## src/rtl/pur_pkg.sv

```systemverilog
// ----------------------------------------------------------------------------
// pur_pkg
// Shared constants, types and controller codes for the polyline resampler.
// ----------------------------------------------------------------------------
package pur_pkg;

  localparam int MAX_POINTS  = 256;
  localparam int MAX_SAMPLES = 64;
  localparam int FRAC_BITS   = 16;
  localparam int COORD_W     = 32;
  localparam int POINT_W     = 3 * COORD_W;
  localparam int CFG_W       = 7;
  localparam logic [CFG_W-1:0] CFG_RESET = CFG_W'(10);

  localparam int ADDR_W  = $clog2(MAX_POINTS);
  localparam int CNT_W   = $clog2(MAX_POINTS + 1);
  localparam int SAMP_W  = $clog2(MAX_SAMPLES + 1);
  localparam int DEN_W   = $clog2(MAX_SAMPLES + 2);
  localparam int NUM_W   = $clog2(MAX_SAMPLES * (MAX_POINTS - 1) + 1);
  localparam int DIV_W   = NUM_W + FRAC_BITS;
  localparam int DCNT_W  = $clog2(DIV_W);
  localparam int PROD_W  = COORD_W + FRAC_BITS;

  typedef enum logic [2:0] {
    ST_LOAD,
    ST_DIV,
    ST_RD_P,
    ST_RD_N,
    ST_GET_N,
    ST_MUL,
    ST_EMIT
  } pur_state_t;

  typedef struct packed {
    logic load_pt;
    logic start_line;
    logic div_step;
    logic rd_next;
    logic cap_p;
    logic cap_n;
    logic mul;
    logic emit;
    logic next_sample;
  } pur_cmd_t;

  typedef struct packed {
    logic short_line;
    logic zero_samples;
    logic div_last;
    logic final_sample;
    logic out_free;
  } pur_sts_t;

endpackage

```

## src/rtl/pur_ctrl.sv

```systemverilog
// ----------------------------------------------------------------------------
// pur_ctrl
// Sequencer: point load, per-sample divide, two point reads, lerp and emit.
// ----------------------------------------------------------------------------
module pur_ctrl
  import pur_pkg::*;
(
  input  logic     clk,
  input  logic     rst,
  input  logic     in_valid,
  input  logic     last,
  input  pur_sts_t sts,
  output logic     in_stall,
  output pur_cmd_t cmd
);

  pur_state_t state, state_next;

  always_ff @(posedge clk) begin
    if (rst) begin
      state <= ST_LOAD;
    end else begin
      state <= state_next;
    end
  end

  always_comb begin
    state_next = state;
    cmd        = '0;
    in_stall   = 1'b1;
    case (state)
      ST_LOAD: begin
        in_stall = 1'b0;
        if (in_valid) begin
          cmd.load_pt = 1'b1;
          if (last && !sts.short_line && !sts.zero_samples) begin
            cmd.start_line = 1'b1;
            state_next     = ST_DIV;
          end
        end
      end
      ST_DIV: begin
        cmd.div_step = 1'b1;
        if (sts.div_last) begin
          state_next = ST_RD_P;
        end
      end
      ST_RD_P: begin
        state_next = ST_RD_N;
      end
      ST_RD_N: begin
        cmd.rd_next = 1'b1;
        cmd.cap_p   = 1'b1;
        state_next  = ST_GET_N;
      end
      ST_GET_N: begin
        cmd.cap_n  = 1'b1;
        state_next = ST_MUL;
      end
      ST_MUL: begin
        cmd.mul    = 1'b1;
        state_next = ST_EMIT;
      end
      ST_EMIT: begin
        if (sts.out_free) begin
          cmd.emit = 1'b1;
          if (sts.final_sample) begin
            state_next = ST_LOAD;
          end else begin
            cmd.next_sample = 1'b1;
            state_next      = ST_DIV;
          end
        end
      end
      default: begin
        state_next = ST_LOAD;
      end
    endcase
  end

endmodule

```

## config.mk

```make
export PLATFORM = sky130hd
export DESIGN_NAME = pur_ctrl
export DESIGN_NICKNAME = d
export VERILOG_FILES = /design/src/rtl/pur_pkg.sv /design/src/rtl/pur_ctrl.sv
export SDC_FILE = /design/constraint.sdc
export NUM_CORES = 1
export LEC_CHECK = 0
export BUFFER_PORTS_ARGS = -buffer_cell sky130_fd_sc_hd__buf_2
export CORE_AREA = 3 3 40 42
export CTS_CLUSTER_SIZE = 25
export DETAILED_ROUTE_END_ITERATION = 8
export DIE_AREA = 0 0 43 45
export GPL_TIMING_DRIVEN = 0
export PLACE_DENSITY = 0.46
export SYNTH_ARGS = -nofsm -noshare
export SYNTH_HDL_FRONTEND = slang
export SYNTH_SLANG_ARGS = --single-unit
export TNS_END_PERCENT = 1
```

## constraint.sdc

```tcl
create_clock -name clk -period 1.67 [get_ports clk]
set_input_delay 0.0835 -clock clk [delete_from_list [all_inputs] [get_ports clk]]
set_output_delay 0.0835 -clock clk [all_outputs]
set_load 0.1 [all_outputs]
```

==> results of run 1 <==
[how the worst min path moves through the flow]
stage / start / to / slack [ns] / depth (start not counted)
5_1_grt: rst / state[0] / 0.05 / 2
3_3_place_gp: rst / state[0] / 0.30 / 2
4_1_cts: rst / state[0] / 0.04 / 2
3_5_place_dp: rst / state[0] / 0.29 / 2
2_1_floorplan: rst / state[0] / 0.15 / 1
6_report: rst / state[0] / 0.05 / 2
[per-layer routing]
layer | routed length [um] | vias to the layer above
li1 | - | 155
met1 | 270 | 121
met2 | 328 | 10
met3 | 52 | 0
met4 | 0 | 0
met5 | 0 | -
[timing repair]
action / in CTS / in global routing
endpoints found under the setup margin: 0 / 3
endpoints found under the hold margin: 0 / 0
resized for setup: 0 / 3
[through the flow]
| step | instances | hold WS, ns | util (%) |
|---|---|---|---|
| final | 69 | 0.0523 | 33.6 |
| after global routing | 69 | 0.0514 | 33.6 |
| after CTS | 69 | 0.0411 | 33.0 |
| after detailed placement | 65 | 0.291 | 31.0 |
| after global placement | 65 | 0.298 | 31.0 |
| after floorplan | 32 | 0.150 | - |
[layout by cell type, fill, tap and decap left out]
master / Yosys / layout
buf_4: 2 / 2
and3b_1: 4 / 4
nor2b_4: 0 / 1
and2_1: 2 / 1
or3_4: 0 / 1
inv_1: 1 / 1
clkbuf_4: 0 / 6
nor2_1: 4 / 2
buf_2: 1 / 16
nor3b_2: 0 / 1
nand3b_1: 1 / 1
o21ai_0: 2 / 2
nand4bb_1: 1 / 1
a211o_1: 1 / 1
or2_2: 1 / 1
dfxtp_1: 3 / 3
buf_6: 1 / 1
clkbuf_1: 0 / 1
nand2_1: 1 / 1
nor2_4: 0 / 2
a21oi_1: 3 / 3
a221oi_2: 1 / 1
and2_2: 0 / 1
[power by group through the flow]
stage / registers, mW / logic, mW / clock network, mW
floorplan: 0.0757 / 0.0685 / 0
global placement: 0.0757 / 0.0887 / 0
detailed placement: 0.0758 / 0.0887 / 0
CTS: 0.0747 / 0.0888 / 0.134
global route: 0.0747 / 0.0948 / 0.140
finish: 0.0747 / 0.0898 / 0.125
[worst max-delay path: stages, from the launching register on]
cell      delay (ns)
dfxtp_1         0.29
buf_6           0.13
or3_4           0.42
nor2_4          0.08
clkbuf_4        0.32
[final cells by class]
type                            count  area [sq um]  share of cell area, %
Inverter                            1          3.75                  0.870
Multi-Input combinational cell     24           194                   44.9
Clock buffer                        4          26.3                   6.09
Buffer                              4          31.3                   7.25
Tap cell                           15          18.8                   4.35
Sequential cell                     3          60.1                   13.9
Timing Repair Buffer               18          97.6                   22.6
[cells by family after synthesis]
logic type	Yosys count
flops	3
simple gates	17
compound gates	7
buf+inv	5
==> results.toml, run 1 <==
[status]
status = "complete, no violations"

[layout]
final_cell_area_sq_um = 432
reg_top3 = "state x3"
area_growth_pct = 69.1
max_flop_register = "state"
drive_gt1_share_pct = 61.1
largest_reg_flops = 3
fill_cells = 146
n_antenna_cell = 0
layout.nets = 64

[setup_path]
rrSetupSlack_ns = 0.50
critPathKind = "flop to output port"
required_ns = 1.59
worstReg2RegEnd = "state[0]"
r2r_start = "state[2]"
worstPathArrival_ns = 1.47
worstPathMaxFanout = 10
crit_end = "cmd[8]"
cp-start-kind = "flop"
critical_path.startpoint = "state[1]"
critPathCaptureType = "output port"
r2r_cells = 4

[grt]
grt_usage_pct = 7.08
gr-usage-met1_pct = 9.16
use_met3_pct = 0.398
use_met2_pct = 10.2
grt_pass1_wl_um = 1020
grt_pass1_vias = 240
top_usage_layer = "met2"
antenna_found_initial = 0
grt_max_degree = 11
grt-ovfl-total = 0

[cts]
root_buffer = "clkbuf_4"
worstSkewPairLatency_ns = 0.23
tritoncts = "yes"
post_cts_buffers = 0
numCtsBuffers = 3
h-tree-depth = 1
clkTransAtPathRegs_ns = 0.04
cts_max_path_buffers = 2
holdBufCountCts = 0
clock_sinks = 3

[drt]
routed_wl_um = 651
drtIter0Drc = 2
via_per_inst = 4.14
firstDrtPassIters = 2
antenna_left = 0
vias = 286
drc = 0
wl_per_cell_um = 9.43

[power]
ir_worst_vdd_v = 0.000369
clkPwrFrac_pct = 43.2
swShare_pct = 34.9
power_density_mw_per_mm2 = 670
combPwrFrac_pct = 31.0
p_leak_nw = 0.221
internal_power_mw = 0.188
total_switching_power_mw = 0.101
finalPower_mw = 0.289
p_seq_share_pct = 25.8

[timing]
rsz0062_at_grt = "no"
finalSetupViolations = 0
fin_crit_ns = 1.56
setup_tns_ns = 0
hold_viol = 0
final.setup.worst_slack_ns = 0.112
timing.final.max_slew_violations = 0
finalClockSkew_ns = 0.00265
max_clock_freq_mhz = 642
slew_headroom_pct = 67.8
tightest_slew_ns = 0.487
finalCritPeriodShare_pct = 93.3

[synth]
yosys.area_share.simple_pct = 43.6
synth_edf_count = 0
synth_top_family_by_area = "simple AND/OR/NAND/NOR gates"
synth_top_area_cell = "dfxtp_1"
synth-adder-area-share_pct = 0
synth_nets = 41
async_flop_share_pct = 0
synthXorXnorAreaFrac_pct = 0
synthTopCellsByCount = "4 x and3b_1, 4 x nor2_1, 3 x a21oi_1, 3 x dfxtp_1"
synth_cell_types = 19
yosysSeqAreaShare_pct = 23.5
netlist_area_sq_um = 255
synth-compound-area-share_pct = 19.1
ys_top_cells_by_area = "dfxtp_1 24%, and3b_1 14%, a21oi_1 5.9%, a221oi_2 5.9%, buf_4 5.9%"
yosysWarnings = 0
synth_top_area_share_pct = 23.5
ys_ff_latch = 3
synth.mux.area_fraction_pct = 0
syn_inst = 32
syn_avg_cell_area_sq_um = 7.98
ys.flop_type = "dfxtp_1"

[die]
start_util_pct = 19.9
num_rows = 13
core_sq_mm = 0.00128
die_h_um = 45
die_w_um = 43
dieArea_sq_mm = 0.00194
ios = 19

[placement]
io_buffers = 18
place_ws_ns = 0.254
place_congestion = 0.658
place_area_sq_um = 398

[min_path]
min_path_type = "input pin to flop"

[flow_run]
maxCapViolations = 0
Power figures use the tool's default switching activity.
==> run 2, diff against run 1 <==
--- a/config.mk
+++ b/config.mk
@@ -6,12 +6,14 @@
 export NUM_CORES = 1
 export LEC_CHECK = 0
 export BUFFER_PORTS_ARGS = -buffer_cell sky130_fd_sc_hd__buf_2
-export CORE_AREA = 3 3 40 42
+export CELL_PAD_IN_SITES_DETAIL_PLACEMENT = 2
+export CELL_PAD_IN_SITES_GLOBAL_PLACEMENT = 2
+export CORE_AREA = 3 3 41 43
 export CTS_CLUSTER_SIZE = 25
 export DETAILED_ROUTE_END_ITERATION = 8
-export DIE_AREA = 0 0 43 45
+export DIE_AREA = 0 0 44 46
 export GPL_TIMING_DRIVEN = 0
-export PLACE_DENSITY = 0.46
+export PLACE_DENSITY = 0.75
 export SYNTH_ARGS = -nofsm -noshare
 export SYNTH_HDL_FRONTEND = slang
 export SYNTH_SLANG_ARGS = --single-unit
==> results.toml, run 2 (same netlist as run 1, synthesis figures left out) <==
[status]
status = "complete, no violations"

[placement]
io_buffers = 18
place_congestion = 0.690
place_ws_ns = 0.219
hpwlAfterDp_um = 661

[setup_path]
required_ns = 1.59
rrSetupSlack_ns = 0.50
worstPathArrival_ns = 1.48
critPathKind = "flop to output port"
critPathCaptureType = "output port"
worstPathMaxFanout = 10
cp-start-kind = "flop"

[timing]
finalCritPeriodShare_pct = 93.8
whs_ns = 0.0393
max_clock_freq_mhz = 638
slew_headroom_pct = 67.8
tightest_slew_ns = 0.487
hold_viol = 0
final.setup.worst_slack_ns = 0.104
timing.final.max_slew_violations = 0
finalSetupViolations = 0
finalClockSkew_ns = 0.00328
setup_tns_ns = 0
fin_crit_ns = 1.57
rsz0062_at_grt = "no"

[die]
ios = 19
die_h_um = 46
die_w_um = 44
core_sq_mm = 0.00133
start_util_pct = 19.1
num_rows = 13
dieArea_sq_mm = 0.00202

[drt]
drc = 0
vias = 324
antenna_left = 0
routed_wl_um = 886
wl_per_cell_um = 12.8
drtIter0Drc = 0
via_per_inst = 4.70
firstDrtPassIters = 1

[grt]
grt_max_degree = 11
grt_pass1_wl_um = 1440
grt_usage_pct = 10.2
grt-ovfl-total = 0
grt_pass1_vias = 324
antenna_found_initial = 0

[cts]
holdBufCountCts = 0
clock_sinks = 3
worstSkewPairLatency_ns = 0.23
numCtsBuffers = 3
h-tree-depth = 1
cts_max_path_buffers = 2
clkTransAtPathRegs_ns = 0.04
tritoncts = "yes"
root_buffer = "clkbuf_4"

[power]
p_leak_nw = 0.221
ir_worst_vdd_v = 0.000140
finalPower_mw = 0.298
power_density_mw_per_mm2 = 686

[layout]
area_growth_pct = 70.1
layout.nets = 64
final_common_cell = "buf_2"
final_cell_mix = "15 x buf_2, 5 x buf_4, 4 x and3b_1, 4 x clkbuf_4"
n_antenna_cell = 0
largest_reg_flops = 3
max_flop_register = "state"
drive_gt1_share_pct = 61.1
fin_util_pct = 32.6
reg_top3 = "state x3"
fill_cells = 164
layout.area.seq_sq_um = 60.1
multi_input_area_sq_um = 194

[flow_run]
maxCapViolations = 0

[min_path]
min_path_type = "input pin to flop"
-- run 2: cell types whose count changed in the layout (fill, tap and decap cells not counted) --
cell,previous run,this run
clkbuf_4,6,4
buf_2,16,15
buf_4,2,5
-- run 2: stage by stage --
stage | cell area, sq um | instances
after global placement | 398 | 65
after detailed placement | 398 | 65
after CTS | 432 | 69
after floorplan | 289 | 32
after global routing | 434 | 69
final | 434 | 69
-- run 2: worst paths after layout --
check	from	to	cells past startpoint
hold / removal	rst	state[0]	2
setup reg to reg	state[2]	state[0]	4
setup / recovery	state[2]	cmd[7]	4
hold reg to reg	state[1]	state[1]	3
-- run 2: timing repair --
action / in CTS / in global routing
buffers inserted: 0 / 0
pin swaps: 0 / 0
hold endpoints to repair: 0 / 0
setup endpoints to repair: 3 / 1
gates resized for setup: 3 / 1
-- run 2: critical path, stage by stage, from the launching register on --
cell and delay [ns]:
dfxtp_1 0.30, buf_4 0.16, or3_4 0.41, nor2_4 0.09
buf_4 0.29
-- run 2: metal layers --
layer,routed length [um],up-vias,GRT usage [%]
met5,0,-,0
met1,338,158,11.3
li1,-,155,-
met2,495,9,16.9
met4,19,0,10.8
met3,33,2,0
-- run 2: layout make-up --
| class | count | share of cell area [%] |
|---|---|---|
| plain buffers | 4 | 7.20 |
| clock buffers | 4 | 6.05 |
| inverters | 1 | 0.865 |
| multi-input cells | 24 | 44.7 |
| flip-flops and latches | 3 | 13.8 |
| well taps | 15 | 4.32 |
| repair buffers | 18 | 23.1 |
-- run 2: power breakdown --
| part | leakage, nW | switching, mW | internal (mW) | total (mW) |
|---|---|---|---|---|
| clock network | 0.0150 | 0.0419 | 0.0898 | 0.132 |
| registers | 0.0243 | 0.000741 | 0.0739 | 0.0747 |
| logic | 0.182 | 0.0662 | 0.0254 | 0.0916 |
| total | 0.221 | 0.109 | 0.189 | 0.298 |
